--- src/hw/rtl/vbdl_pkg.sv ---
`default_nettype none

package vbdl_pkg;

  // Field widths of the transfer channels.
  localparam int unsigned BYTE_W   = 8;
  localparam int unsigned LEN_W    = 16;
  localparam int unsigned OUT_W    = 32;
  localparam int unsigned WORDS_W  = 17;
  localparam int unsigned BCOUNT_W = 19;

  // Byte format: seven data bits per byte, top bit flags a continuation.
  localparam int unsigned GROUP_BITS = 7;
  localparam int unsigned MORE_BIT   = 7;

  // Saturation limits of the byte counter and the word count.
  localparam logic [BCOUNT_W-1:0] BYTES_MAX = 19'h7FFFF;
  localparam logic [WORDS_W-1:0]  WORDS_MAX = 17'h1FFFF;

  // Configuration register map.
  localparam int unsigned ADDR_W = 3;
  localparam int unsigned DATA_W = 32;
  localparam logic [0:0]  REG_DELTA_MODE = 1'b0;
  localparam logic        DELTA_MODE_RESET = 1'b1;

  // One result item.
  typedef struct packed {
    logic [OUT_W-1:0]   value;
    logic               last_value;
    logic [WORDS_W-1:0] words_used;
  } result_t;

endpackage

`default_nettype wire

--- src/hw/rtl/vbyte_delta_list_decoder_core.sv ---
// Channel   Direction  Handshake          Payload
// in_       input      in_valid/in_stall  in_byte[8], in_new_list[1], in_list_length[16]
// out_      output     out_valid/out_stall out_value[32], out_last_value[1], out_words_used[17]
// cfg (APB) input      psel/penable/pready paddr[3], pwdata[32], prdata[32], pwrite
//
// One byte is accepted per cycle when the result side keeps up; the varint
// shift-and-OR and the running-sum add sit in a single stage between the
// input register and the result register.
// Reset (rst_n low, synchronous) clears the list state and sets delta mode.
// A result stalled in the output register holds the decode stage only when
// that stage also has a result to deliver; bytes that emit nothing move on.

`default_nettype none

module vbyte_delta_list_decoder_core #(
  parameter int unsigned VALUE_WIDTH = 32,
  parameter int unsigned COUNT_WIDTH = 16
) (
  input  wire logic                                clk,
  input  wire logic                                rst_n,
  // Input channel
  input  wire logic                                in_valid,
  output logic                                     in_stall,
  input  wire logic [vbdl_pkg::BYTE_W-1:0]         in_byte,
  input  wire logic                                in_new_list,
  input  wire logic [vbdl_pkg::LEN_W-1:0]          in_list_length,
  // Result channel
  output logic                                     out_valid,
  input  wire logic                                out_stall,
  output logic [vbdl_pkg::OUT_W-1:0]               out_value,
  output logic                                     out_last_value,
  output logic [vbdl_pkg::WORDS_W-1:0]             out_words_used,
  // Configuration port
  input  wire logic                                psel,
  input  wire logic                                penable,
  input  wire logic                                pwrite,
  input  wire logic [vbdl_pkg::ADDR_W-1:0]         paddr,
  input  wire logic [vbdl_pkg::DATA_W-1:0]         pwdata,
  output logic [vbdl_pkg::DATA_W-1:0]              prdata,
  output logic                                     pready
);

  // Configuration register.
  logic delta_mode_r;
  logic cfg_wr;

  assign pready = 1'b1;
  assign cfg_wr = psel && penable && pwrite && pready &&
                  (paddr[2] == vbdl_pkg::REG_DELTA_MODE);

  always_ff @(posedge clk) begin
    if (!rst_n) begin
      delta_mode_r <= vbdl_pkg::DELTA_MODE_RESET;
    end else if (cfg_wr) begin
      delta_mode_r <= pwdata[0];
    end
  end

  always_comb begin
    prdata = '0;
    if (paddr[2] == vbdl_pkg::REG_DELTA_MODE) begin
      prdata[0] = delta_mode_r;
    end
  end

  // Input register.
  logic                         s1_valid_r;
  logic [vbdl_pkg::BYTE_W-1:0]  s1_byte_r;
  logic                         s1_new_list_r;
  logic [vbdl_pkg::LEN_W-1:0]   s1_len_r;

  // List state.
  logic [VALUE_WIDTH-1:0]        acc_r;
  logic [VALUE_WIDTH-1:0]        sum_r;
  logic [COUNT_WIDTH-1:0]        rem_r;
  logic [vbdl_pkg::BCOUNT_W-1:0] bc_r;

  // Result register.
  logic                 out_valid_r;
  vbdl_pkg::result_t    out_r;

  // Decode stage signals.
  logic                          s1_emit;
  logic                          s1_go;
  logic                          s1_fire;
  logic                          in_fire;
  logic [VALUE_WIDTH-1:0]        acc_base;
  logic [VALUE_WIDTH-1:0]        sum_base;
  logic [COUNT_WIDTH-1:0]        rem_base;
  logic [vbdl_pkg::BCOUNT_W-1:0] bc_base;
  logic [VALUE_WIDTH-1:0]        acc_shift;
  logic [VALUE_WIDTH-1:0]        sum_add;
  logic [VALUE_WIDTH-1:0]        result_val;
  logic [COUNT_WIDTH-1:0]        rem_dec;
  logic [vbdl_pkg::BCOUNT_W-1:0] bc_inc;
  logic [vbdl_pkg::BCOUNT_W:0]   bc_plus3;
  logic [vbdl_pkg::WORDS_W:0]    words_raw;
  logic [vbdl_pkg::WORDS_W-1:0]  words_sat;
  logic                          more;
  logic                          active;
  logic [VALUE_WIDTH-1:0]        acc_nxt;
  logic [VALUE_WIDTH-1:0]        sum_nxt;
  logic [COUNT_WIDTH-1:0]        rem_nxt;
  logic [vbdl_pkg::BCOUNT_W-1:0] bc_nxt;
  vbdl_pkg::result_t             res_nxt;

  // A list start clears the state before the same byte is decoded.
  always_comb begin
    if (s1_new_list_r) begin
      acc_base = '0;
      sum_base = '0;
      rem_base = COUNT_WIDTH'(s1_len_r);
      bc_base  = '0;
    end else begin
      acc_base = acc_r;
      sum_base = sum_r;
      rem_base = rem_r;
      bc_base  = bc_r;
    end
  end

  // Varint step, running sum and word count.
  always_comb begin
    active    = (rem_base != '0);
    more      = s1_byte_r[vbdl_pkg::MORE_BIT];
    acc_shift = {acc_base[VALUE_WIDTH-1-vbdl_pkg::GROUP_BITS:0],
                 s1_byte_r[vbdl_pkg::GROUP_BITS-1:0]};
    sum_add   = sum_base + acc_shift;
    rem_dec   = rem_base - COUNT_WIDTH'(1);
    bc_inc    = (bc_base < vbdl_pkg::BYTES_MAX) ? bc_base + 1'b1 : bc_base;
    bc_plus3  = {1'b0, bc_inc} + (vbdl_pkg::BCOUNT_W + 1)'(3);
    words_raw = bc_plus3[vbdl_pkg::BCOUNT_W:2];
    words_sat = words_raw[vbdl_pkg::WORDS_W] ? vbdl_pkg::WORDS_MAX
                                             : words_raw[vbdl_pkg::WORDS_W-1:0];
    result_val = delta_mode_r ? sum_add : acc_shift;

    acc_nxt = acc_base;
    sum_nxt = sum_base;
    rem_nxt = rem_base;
    bc_nxt  = bc_base;
    s1_emit = 1'b0;
    if (active) begin
      bc_nxt = bc_inc;
      if (more) begin
        acc_nxt = acc_shift;
      end else begin
        s1_emit = 1'b1;
        acc_nxt = '0;
        rem_nxt = rem_dec;
        if (delta_mode_r) begin
          sum_nxt = sum_add;
        end
      end
    end

    res_nxt.value      = vbdl_pkg::OUT_W'(result_val);
    res_nxt.last_value = (rem_dec == '0);
    res_nxt.words_used = (rem_dec == '0) ? words_sat : '0;
  end

  // Flow control: only a byte that emits waits on the result register.
  assign s1_go    = !s1_emit || !out_valid_r || !out_stall;
  assign s1_fire  = s1_valid_r && s1_go;
  assign in_stall = s1_valid_r && !s1_go;
  assign in_fire  = in_valid && !in_stall;

  // Input register control and payload.
  always_ff @(posedge clk) begin
    if (!rst_n) begin
      s1_valid_r <= 1'b0;
    end else if (in_fire) begin
      s1_valid_r <= 1'b1;
    end else if (s1_fire) begin
      s1_valid_r <= 1'b0;
    end
  end

  always_ff @(posedge clk) begin
    if (in_fire) begin
      s1_byte_r     <= in_byte;
      s1_new_list_r <= in_new_list;
      s1_len_r      <= in_list_length;
    end
  end

  // List state updates as each byte leaves the decode stage.
  always_ff @(posedge clk) begin
    if (!rst_n) begin
      acc_r <= '0;
      sum_r <= '0;
      rem_r <= '0;
      bc_r  <= '0;
    end else if (s1_fire) begin
      acc_r <= acc_nxt;
      sum_r <= sum_nxt;
      rem_r <= rem_nxt;
      bc_r  <= bc_nxt;
    end
  end

  // Result register.
  always_ff @(posedge clk) begin
    if (!rst_n) begin
      out_valid_r <= 1'b0;
    end else if (s1_fire && s1_emit) begin
      out_valid_r <= 1'b1;
    end else if (!out_stall) begin
      out_valid_r <= 1'b0;
    end
  end

  always_ff @(posedge clk) begin
    if (s1_fire && s1_emit) begin
      out_r <= res_nxt;
    end
  end

  assign out_valid      = out_valid_r;
  assign out_value      = out_r.value;
  assign out_last_value = out_r.last_value;
  assign out_words_used = out_r.words_used;

  // The final value of a list always reports at least one word.
  a_last_has_words: assert property (@(posedge clk) disable iff (!rst_n)
    out_valid && out_last_value |-> out_words_used != '0)
    else $error("last value reported with zero words");

  // Only the final value carries a word count.
  a_words_only_last: assert property (@(posedge clk) disable iff (!rst_n)
    out_valid && !out_last_value |-> out_words_used == '0)
    else $error("word count on a value that is not the last");

  // A completed value leaves the accumulator clear.
  a_acc_cleared: assert property (@(posedge clk) disable iff (!rst_n)
    s1_fire && s1_emit |=> acc_r == '0)
    else $error("accumulator not cleared after a value");

  // Emitting the last value of a list exhausts the remaining count.
  a_list_done: assert property (@(posedge clk) disable iff (!rst_n)
    s1_fire && s1_emit && res_nxt.last_value |=> rem_r == '0)
    else $error("values remain after the last value");

endmodule

`default_nettype wire
--- config.mk ---
export PLATFORM = sky130hd
export DESIGN_NAME = vbyte_delta_list_decoder_core
export DESIGN_NICKNAME = d
export VERILOG_FILES = /design/src/hw/rtl/vbdl_pkg.sv /design/src/hw/rtl/vbyte_delta_list_decoder_core.sv
export SDC_FILE = /design/constraint.sdc
export NUM_CORES = 1
export LEC_CHECK = 0
export ABC_AREA = 1
export ABC_CLOCK_PERIOD_IN_PS = 4900
export BUFFER_PORTS_ARGS = -buffer_cell sky130_fd_sc_hd__buf_2
export CAP_MARGIN = 10
export CORE_UTILIZATION = 50
export CTS_CLUSTER_DIAMETER = 60
export DETAILED_ROUTE_END_ITERATION = 6
export HOLD_SLACK_MARGIN = 0.08
export PLACE_DENSITY = 0.8
export SYNTH_ARGS = -nofsm -noshare
export SYNTH_HDL_FRONTEND = slang
export SYNTH_SLANG_ARGS = --single-unit
--- constraint.sdc ---
create_clock -name clk -period 4.9 [get_ports clk]
set_input_delay 0.49 -clock clk [delete_from_list [all_inputs] [get_ports clk]]
set_output_delay 0.49 -clock clk [all_outputs]
set_load 0.01 [all_outputs]
==> results of run 1 <==
==> state kept, by name, summed over array words and instances (netlist names) <==
name            count
bc_r               19
out_words_used     17
rem_r              16
s1_new_list_r       1
delta_mode_r        1
out_value          32
acc_r              25
s1_valid_r          1
s1_len_r           16
sum_r              32
s1_byte_r           8
out_last_value      1
out_valid           1
==> worst max-delay path, cell delays in order, from the launching register on <==
cell and delay [ns]:
edfxtp_1 0.36, buf_4 0.49, buf_4 0.48, nand2_1 0.13, nand2_1 0.20, nor2_1 0.06
nand2_1 0.09, nor2_1 0.06, nand2_2 0.06, nand2_2 0.19, inv_2 0.38, nand3_2 0.13
nor2_1 0.14, buf_2 0.16
==> synthesized netlist by cell type (all sizes together) <==
| master | n |
|---|---|
| o21a | 2 |
| nand4 | 35 |
| nor2 | 203 |
| a21o | 3 |
| a21boi | 4 |
| dfxtp | 95 |
| edfxtp | 75 |
| nand2 | 485 |
| or2 | 2 |
| xnor2 | 8 |
| o21bai | 8 |
| fa | 1 |
| conb | 2 |
| inv | 216 |
| ha | 30 |
| xor2 | 9 |
| o211ai | 10 |
| nand3 | 112 |
| o21ai | 164 |
| a21oi | 114 |
| o2111ai | 1 |
| a211oi | 3 |
| nor4 | 1 |
| o22ai | 1 |
| a31o | 1 |
| nand3b | 7 |
| o31ai | 1 |
| and3 | 1 |
| nor3 | 13 |
| a31oi | 24 |
| clkbuf | 38 |
| o221a | 1 |
| buf | 61 |
==> metal layers <==
layer / vias up / track usage, %
met5: - / 0
met4: 0 / 7.69
met3: 42 / 3.98
met2: 480 / 43.8
met1: 5137 / 36.5
li1: 5706 / -
==> cell families after synthesis <==
| logic type | count (synthesis) |
|---|---|
| AO/OA/AOI/OAI | 337 |
| AND/OR/NAND/NOR | 859 |
| flip-flops | 170 |
| XOR/XNOR | 17 |
| other | 2 |
| adder cells (fa/ha/maj) | 31 |
| buffers and inverters | 315 |
==> where the power goes <==
group / switching (uW) / total (uW) / internal [uW]
combinational: 312 / 444 / 131
clock: 639 / 1450 / 813
sequential: 33.4 / 1580 / 1550
total: 984 / 3480 / 2490
==> layout make-up <==
cell class / instances / share of cell area, %
multi-input combinational: 1276 / 48.9
clock buffer: 17 / 3.36
sequential: 170 / 32.8
clock inverter: 15 / 1.49
tap: 285 / 2.81
timing repair buffer: 97 / 4.25
inverter: 216 / 6.40
==> worst max-delay path by stage <==
stage / slack (ns) / endpoint / cells after the start
after floorplan: 0.93 / out_last_value$_DFFE_PP_ / 14
after global placement: 1.12 / s1_len_r[0]$_DFFE_PP_ / 14
after detailed placement: 1.09 / s1_len_r[12]$_DFFE_PP_ / 14
after CTS: 1.05 / in_stall / 13
after global routing: 0.69 / s1_len_r[0]$_DFFE_PP_ / 14
final: 1.00 / in_stall / 13
==> through the flow <==
step | cell area [um^2] | power, uW | util [%] | worst slack, ns
2_1_floorplan | 11700 | 1950 | - | 0.925
3_3_place_gp | 12100 | 2040 | 53.1 | 1.12
3_5_place_dp | 12100 | 2050 | 53.1 | 1.09
4_1_cts | 12700 | 3480 | 55.8 | 1.05
5_1_grt | 12700 | 3600 | 55.8 | 0.694
6_report | 12700 | 3480 | 55.8 | 1.00
==> metrics, run 1 <==
fin cells=2076; Cell Count Post-Placement=2044; Seq. cell area=0.00416 mm^2; Placer Congestion=0.950; Final period util=79.5%; Setup Skew=0.0117 ns; # Post-CTS Setup Buffers=0; worst-margin pin slew=1.10 ns; peak supply drop=0.236 mV; TNS Setup=0 ns; dominant cell type by area after synthesis=edfxtp_1; Ant. Diodes=0; static leakage=0.00565 uW; WS Path Type=reg2out; final-report hold violation count=0; commonest non-fill, non-tap cells in the layout=nand2_1, inv_1, nor2_1, o21ai_0, a21oi_1; Core Box Area=0.0227 mm^2; status=complete, no violations; Highest Signal Layer=met4; starting density of the core=51.2%; Hold Path Sink=s1_byte_r[7]$_DFFE_PP_; crit path from=s1_new_list_r$_DFFE_PP_; largest net degree at the start of global routing=71; Met1 Wirelength=14400 um; total number of vias=11400; CTS tree=yes; DRT antenna net count=0; layout filler cell count=2198; met2 routed WL=14200 um; vias in the first global route=10400; Worst-Skew Late Latency=0.44 ns; YS warnings=0; io pins=152; max-cap violations=0; global-route wire length before repair=51000 um; register-to-register setup slack=1.06 ns; cts repair resizes=0; adder-cell share of the synthesized area=3.40%; largest family of logic cells by synthesized area=simple AND/OR/NAND/NOR gates; CTS H-tree depth=4; vias per std cell=5.47; grt total ovfl=0; total track usage=26.7%; hold path cells=1; Root Driver=clkbuf_16; Synth Register Bits=170; Max Fanout on Critical Path=37; worst reg2reg path depth=16; PD cells=274 mW/mm^2; # hold bufs at CTS=0; WL per Instance=15.1 um; Reg-to-Reg End=rem_r[11]$_SDFFE_PN0N_; syn_area_per_cell=6.72 um^2; Final #Nets=1876; post-synthesis compound-gate area fraction=15.6%; RSZ-0062 raised after global routing=no; # DRC=0; multiplexer area fraction after synthesis=0%; CTS clock-pin slew for the worst setup and hold paths=0.07 ns; Worst Setup Start Kind=register; antenna violations before repair=0; final hold slack=0.217 ns; Synth Area in Simple Gates=32.0%; IO buf count=86; largest cells by area after synthesis=edfxtp_1, dfxtp_1, nand2_1, inv_1, o21ai_0; sink count of the clock tree=170; multi-input logic area=0.00620 mm^2; Slew headroom=26.3%; CP Capture Type=output port; drt initial violations=1091; row count=55; sequential area share after synthesis=35.7%; synthesized instance count=1731; DR WL met3=2290 um; fraction of layout instances using a drive strength above 1=10.4%; first drt pass iteration count=6; required time of the worst setup path=4.41 ns; # setup viols final=0; dpl hpwl=22000 um; crit path DAT=3.41 ns; die area=0.0239 mm^2; CTS Buf Count=17; Distinct cells, synth=50; xor/xnor share of the synthesized area=1.28%; Max Slew Vio Count=0; Post-Syn Area=0.0116 mm^2; Synth-to-Final Area Change=8.93%; Period minus WS final=3.90 ns; min-delay src=in_byte[7]; final wirelength=31300 um; DIE HEIGHT=155 um; Max Buffers Root-to-Sink=2; Synth top area share=19.4%; maximum clock frequency=0.257 GHz; worst reg2reg startpoint=s1_new_list_r$_DFFE_PP_; worst hold path class=in2reg; Die W=155 um; most common cell after layout, fill and taps aside=nand2_1
No activity file was read; power rests on OpenSTA's default activity.
==> run 2, diff against run 1 <==
ABC_CLOCK_PERIOD_IN_PS = 3300   (was 4900)
PLACE_DENSITY = 0.82   (was 0.8)
clock period = 3.3 ns   (was 4.9 ns; I/O delays follow)
==> metrics, run 2 (synthesis results as in run 1) <==
static leakage=0.00585 uW; most common cell after layout, fill and taps aside=nand2_1; DRT antenna net count=0; IO buf count=86; Worst Setup Start Kind=register; # setup viols final=0; final wirelength=32700 um; grt total ovfl=0; TNS Setup=0 ns; crit path DAT=3.28 ns; Period minus WS final=3.13 ns; antenna violations before repair=0; worst reg2reg path depth=13; io pins=152; Cell Int Power=3650 uW; min-delay src=pwdata[0]; sink count of the clock tree=170; Clock Power Share=39.2%; layout filler cell count=2158; worst setup path end=out_value[15]$_DFFE_PP_; Setup Skew=0.0106 ns; die area=0.0239 mm^2; CTS tree=yes; Net Sw Frac=27.8%; Root Driver=clkbuf_16; Sequential Power Share=46.6%; fraction of layout instances using a drive strength above 1=11.3%; CTS H-tree depth=4; max-cap violations=0; RSZ-0062 raised after global routing=no; maximum clock frequency=0.319 GHz; worst reg2reg startpoint=s1_new_list_r$_DFFE_PP_; dpl ws=0.178 ns; row count=55; WL per Instance=15.4 um; Synth-to-Final Area Change=13.1%; crit path from=s1_new_list_r$_DFFE_PP_; Max Fanout on Critical Path=30; CTS Buf Count=17; Cell Count Post-Placement=2059; final-report hold violation count=0; Max Slew Vio Count=0; Final #Nets=1921; Final period util=95.0%; dpl hpwl=22500 um; first drt pass iteration count=7; commonest non-fill, non-tap cells in the layout=nand2_1, inv_1, nor2_1, o21ai_0, a21oi_1; global-route wire length before repair=52500 um; worst-margin pin slew=0.730 ns; vias in the first global route=10900; Placer Congestion=0.975; total track usage=27.4%; fin cells=2121; worst hold path class=in2reg; vias per std cell=5.56; PD cells=384 mW/mm^2; register-to-register setup slack=0.17 ns; total number of vias=11800; Die W=155 um; required time of the worst setup path=3.45 ns; Core Box Area=0.0227 mm^2; starting density of the core=51.2%; drt initial violations=1004; Sw Pwr=1400 uW; Final WS setup=0.166 ns; Max Buffers Root-to-Sink=2; CTS clock-pin slew for the worst setup and hold paths=0.07 ns; peak supply drop=0.338 mV; Slew headroom=51.3%; DIE HEIGHT=155 um; # DRC=0; Comb power frac=14.3%; Reg-to-Reg End=out_value[15]$_DFFE_PP_; WS Path Type=reg2reg; largest net degree at the start of global routing=71; Ant. Diodes=0; CP Capture Type=register; Worst-Skew Late Latency=0.44 ns; status=complete, no violations
==> run 2: power by group through the flow <==
stage	Combinational [uW]	Sequential (uW)	Clock, uW
2_1_floorplan	497	2400	0
3_3_place_gp	647	2400	0
3_5_place_dp	662	2400	0
4_1_cts	690	2350	1990
5_1_grt	802	2360	2080
6_report	722	2350	1980
==> run 2: metal layers <==
layer / vias to the layer above / GRT usage (%) / part of all wire (%)
met4: 0 / 10.2 / 2.3
met5: - / 0 / 0
met3: 66 / 4.46 / 8.0
li1: 5792 / - / -
met1: 5371 / 36.6 / 44
met2: 567 / 44.5 / 45
==> run 2: how the worst min path moves through the flow <==
stage,slack [ns],cells past startpoint,end
floorplan,0.43,0,s1_byte_r[0]$_DFFE_PP_
detailed placement,0.45,2,acc_r[24]$_SDFFE_PN0N_
global placement,0.44,2,acc_r[24]$_SDFFE_PN0N_
CTS,0.08,1,s1_byte_r[4]$_DFFE_PP_
finish,0.12,3,delta_mode_r$_SDFFE_PN1P_
global route,0.12,3,delta_mode_r$_SDFFE_PN1P_
==> run 2: stage by stage <==
step	instance area [um^2]	total power (uW)	utilization, %	hold WS (ns)
after detailed placement	12200	3060	53.8	0.446
after global placement	12200	3040	53.8	0.442
after global routing	13200	5240	57.9	0.121
final	13200	5050	57.9	0.117
after CTS	13000	5040	57.3	0.0828
after floorplan	11700	2890	-	0.429
==> run 2: final cells by class <==
| cell class | count | area [um^2] | area share (%) |
|---|---|---|---|
| Clock buffer | 20 | 437 | 3.32 |
| Clock inverter | 12 | 124 | 0.942 |
| Inverter | 216 | 816 | 6.20 |
| Multi-Input combinational cell | 1276 | 6230 | 47.3 |
| Sequential cell | 170 | 4160 | 31.6 |
| Tap cell | 285 | 357 | 2.71 |
| Timing Repair Buffer | 142 | 1040 | 7.89 |
==> run 2: what timing repair did <==
item                                    CTS  global route
buffers inserted                          0             3
gates resized for setup                   0            14
hold buffers                             24             1
endpoints found under the setup margin    0            74
hold endpoints to repair                 24             1
==> run 2: worst max-delay path, stage by stage (launching register included) <==
cell	delay (ns)
edfxtp_1	0.36
buf_4	0.19
inv_2	0.19
buf_12	0.23
nand2_1	0.10
inv_1	0.16
ha_1	0.28
o211ai_1	0.20
o21ai_0	0.24
a21oi_1	0.19
nand2_1	0.18
o21ai_0	0.23
a21oi_1	0.10
o21bai_1	0.19
==> run 3, diff against run 2 <==
PLACE_DENSITY = 0.79   (was 0.82)
==> metrics, run 3 (synthesis results as in run 1) <==
status=complete, no violations; Hold Path Sink=delta_mode_r$_SDFFE_PN1P_; Max Fanout on Critical Path=29; Final period util=95.2%; final core utilization=57.9%; commonest non-fill, non-tap cells in the layout=nand2_1, inv_1, nor2_1, o21ai_0, a21oi_1; Worst Setup Start Kind=register; Placer Congestion=0.981; IO buf count=86; sink count of the clock tree=170; CTS Buf Count=17; most common cell after layout, fill and taps aside=nand2_1; WS Path Type=reg2reg; required time of the worst setup path=3.63 ns; min-delay src=pwdata[0]; WL per Instance=15.2 um; worst path bufs/invs=5; CP most frequent cell=nand2_1; worst-margin pin slew=0.754 ns; met1 usage=37.3%; register-to-register setup slack=0.16 ns; DRT antenna net count=0; max-cap violations=0; total number of vias=11500; RSZ-0062 raised after global routing=yes; Worst-Skew Late Latency=0.43 ns; final wirelength=32100 um; Ant. Diodes=0; static leakage=0.00586 uW; antenna violations before repair=0; hold path cells=3; final-report hold violation count=0; Reg-to-Reg End=sum_r[8]$_SDFFE_PN0N_; TNS Setup=0 ns; DIE HEIGHT=155 um; grt total ovfl=0; Period minus WS final=3.14 ns; Max Slew Vio Count=0; CP top delay family=simple AND/OR/NAND/NOR gates; Core Box Area=0.0227 mm^2; largest net degree at the start of global routing=71; worst hold path class=in2reg; CTS clock-pin slew for the worst setup and hold paths=0.07 ns; global-route wire length before repair=52300 um; starting density of the core=51.2%; row count=55; worst reg2reg startpoint=s1_new_list_r$_DFFE_PP_; worst reg2reg path depth=18; Max stage delay on crit path=0.50 ns; Setup Skew=0.00930 ns; # setup viols final=0; Root Driver=clkbuf_16; CTS H-tree depth=4; Synth-to-Final Area Change=12.9%; io pins=152; Max Buffers Root-to-Sink=2; PD cells=394 mW/mm^2; GRT met2 Usage=45.0%; Max stage delay cell, worst path=edfxtp_1; drt initial violations=1003; Cell Count Post-Placement=2061; fin cells=2119; Slew headroom=49.7%; total track usage=27.2%; # DRC=0; maximum clock frequency=0.318 GHz; busiest grt layer=met2; vias in the first global route=10700; crit path DAT=3.47 ns; Final #Nets=1919; Die W=155 um; fraction of layout instances using a drive strength above 1=11.2%; critical-path cell list=buf_12 -> nand2_1 -> inv_1 -> nor2_2 -> ha_1 -> nand3_1 -> nor2_2 -> nand2_2 -> nand2_2 -> inv_2 -> nand3_2 -> nand2_2 -> a21oi_1 -> inv_2 -> nand2_1 -> nand2_1 -> nand2_1 -> inv_1; CTS tree=yes; final hold slack=0.117 ns; met3 usage=3.50%; vias per std cell=5.45; first drt pass iteration count=6; CP Capture Type=register; dpl hpwl=22700 um; die area=0.0239 mm^2; peak supply drop=0.273 mV
==> run 3: per-stage QoR <==
step	area [um^2]	setup slack, ns	total power, uW
after floorplan	11700	0.166	2890
after global placement	12200	0.152	3050
after detailed placement	12200	0.0762	3060
after CTS	13100	0.0515	5190
after global routing	13100	-0.0572	5370
final	13100	0.159	5180
==> run 3: cell type report <==
class	instances	area (um^2)
Sequential cell	170	4160
Clock inverter	11	141
Clock buffer	21	460
Fill cell	2153	9570
Multi-Input combinational cell	1276	6230
Inverter	216	818
Tap cell	285	357
Timing Repair Buffer	140	977
==> run 3: tightest hold or removal path, delay by kind of cell <==
family / cells / cell delay, ns
buffers and inverters: 1 / 0.08
AOI/OAI and AO/OA: 1 / 0.06
and+or+nand+nor: 1 / 0.04
==> run 3: repair_timing <==
| action | 4_1_cts | 5_1_grt |
|---|---|---|
| setup endpoints to repair | 0 | 113 |
| endpoints found under the hold margin | 25 | 0 |
| setup buffers | 0 | 1 |
| gates resized for setup | 0 | 16 |
| hold buffers | 25 | 0 |
==> run 3: worst max path at each step <==
stage / slack [ns] / from / cells past startpoint / end
3_5_place_dp: 0.08 / s1_new_list_r$_DFFE_PP_ / 16 / out_words_used[0]$_SDFFCE_PN0P_
5_1_grt: -0.06 / s1_new_list_r$_DFFE_PP_ / 16 / acc_r[3]$_SDFFE_PN0N_
3_3_place_gp: 0.15 / s1_new_list_r$_DFFE_PP_ / 16 / out_words_used[8]$_SDFFCE_PN0P_
6_report: 0.16 / s1_new_list_r$_DFFE_PP_ / 18 / sum_r[8]$_SDFFE_PN0N_
2_1_floorplan: 0.17 / s1_new_list_r$_DFFE_PP_ / 14 / out_last_value$_DFFE_PP_
4_1_cts: 0.05 / s1_new_list_r$_DFFE_PP_ / 14 / out_words_used[11]$_SDFFCE_PN0P_
==> run 3: report_power, final <==
part	switching [uW]	total, uW	internal, uW	leakage (uW)
clock network	886	2120	1230	0.000293
registers	51.3	2350	2300	0.00147
logic	476	710	234	0.00409
==> run 3: layer usage <==
metal  wire (um)  share of wire (%)
met1       14900                 46
met2       14700                 46
met3        2000                6.2
met4         533                1.7
met5           0                  0
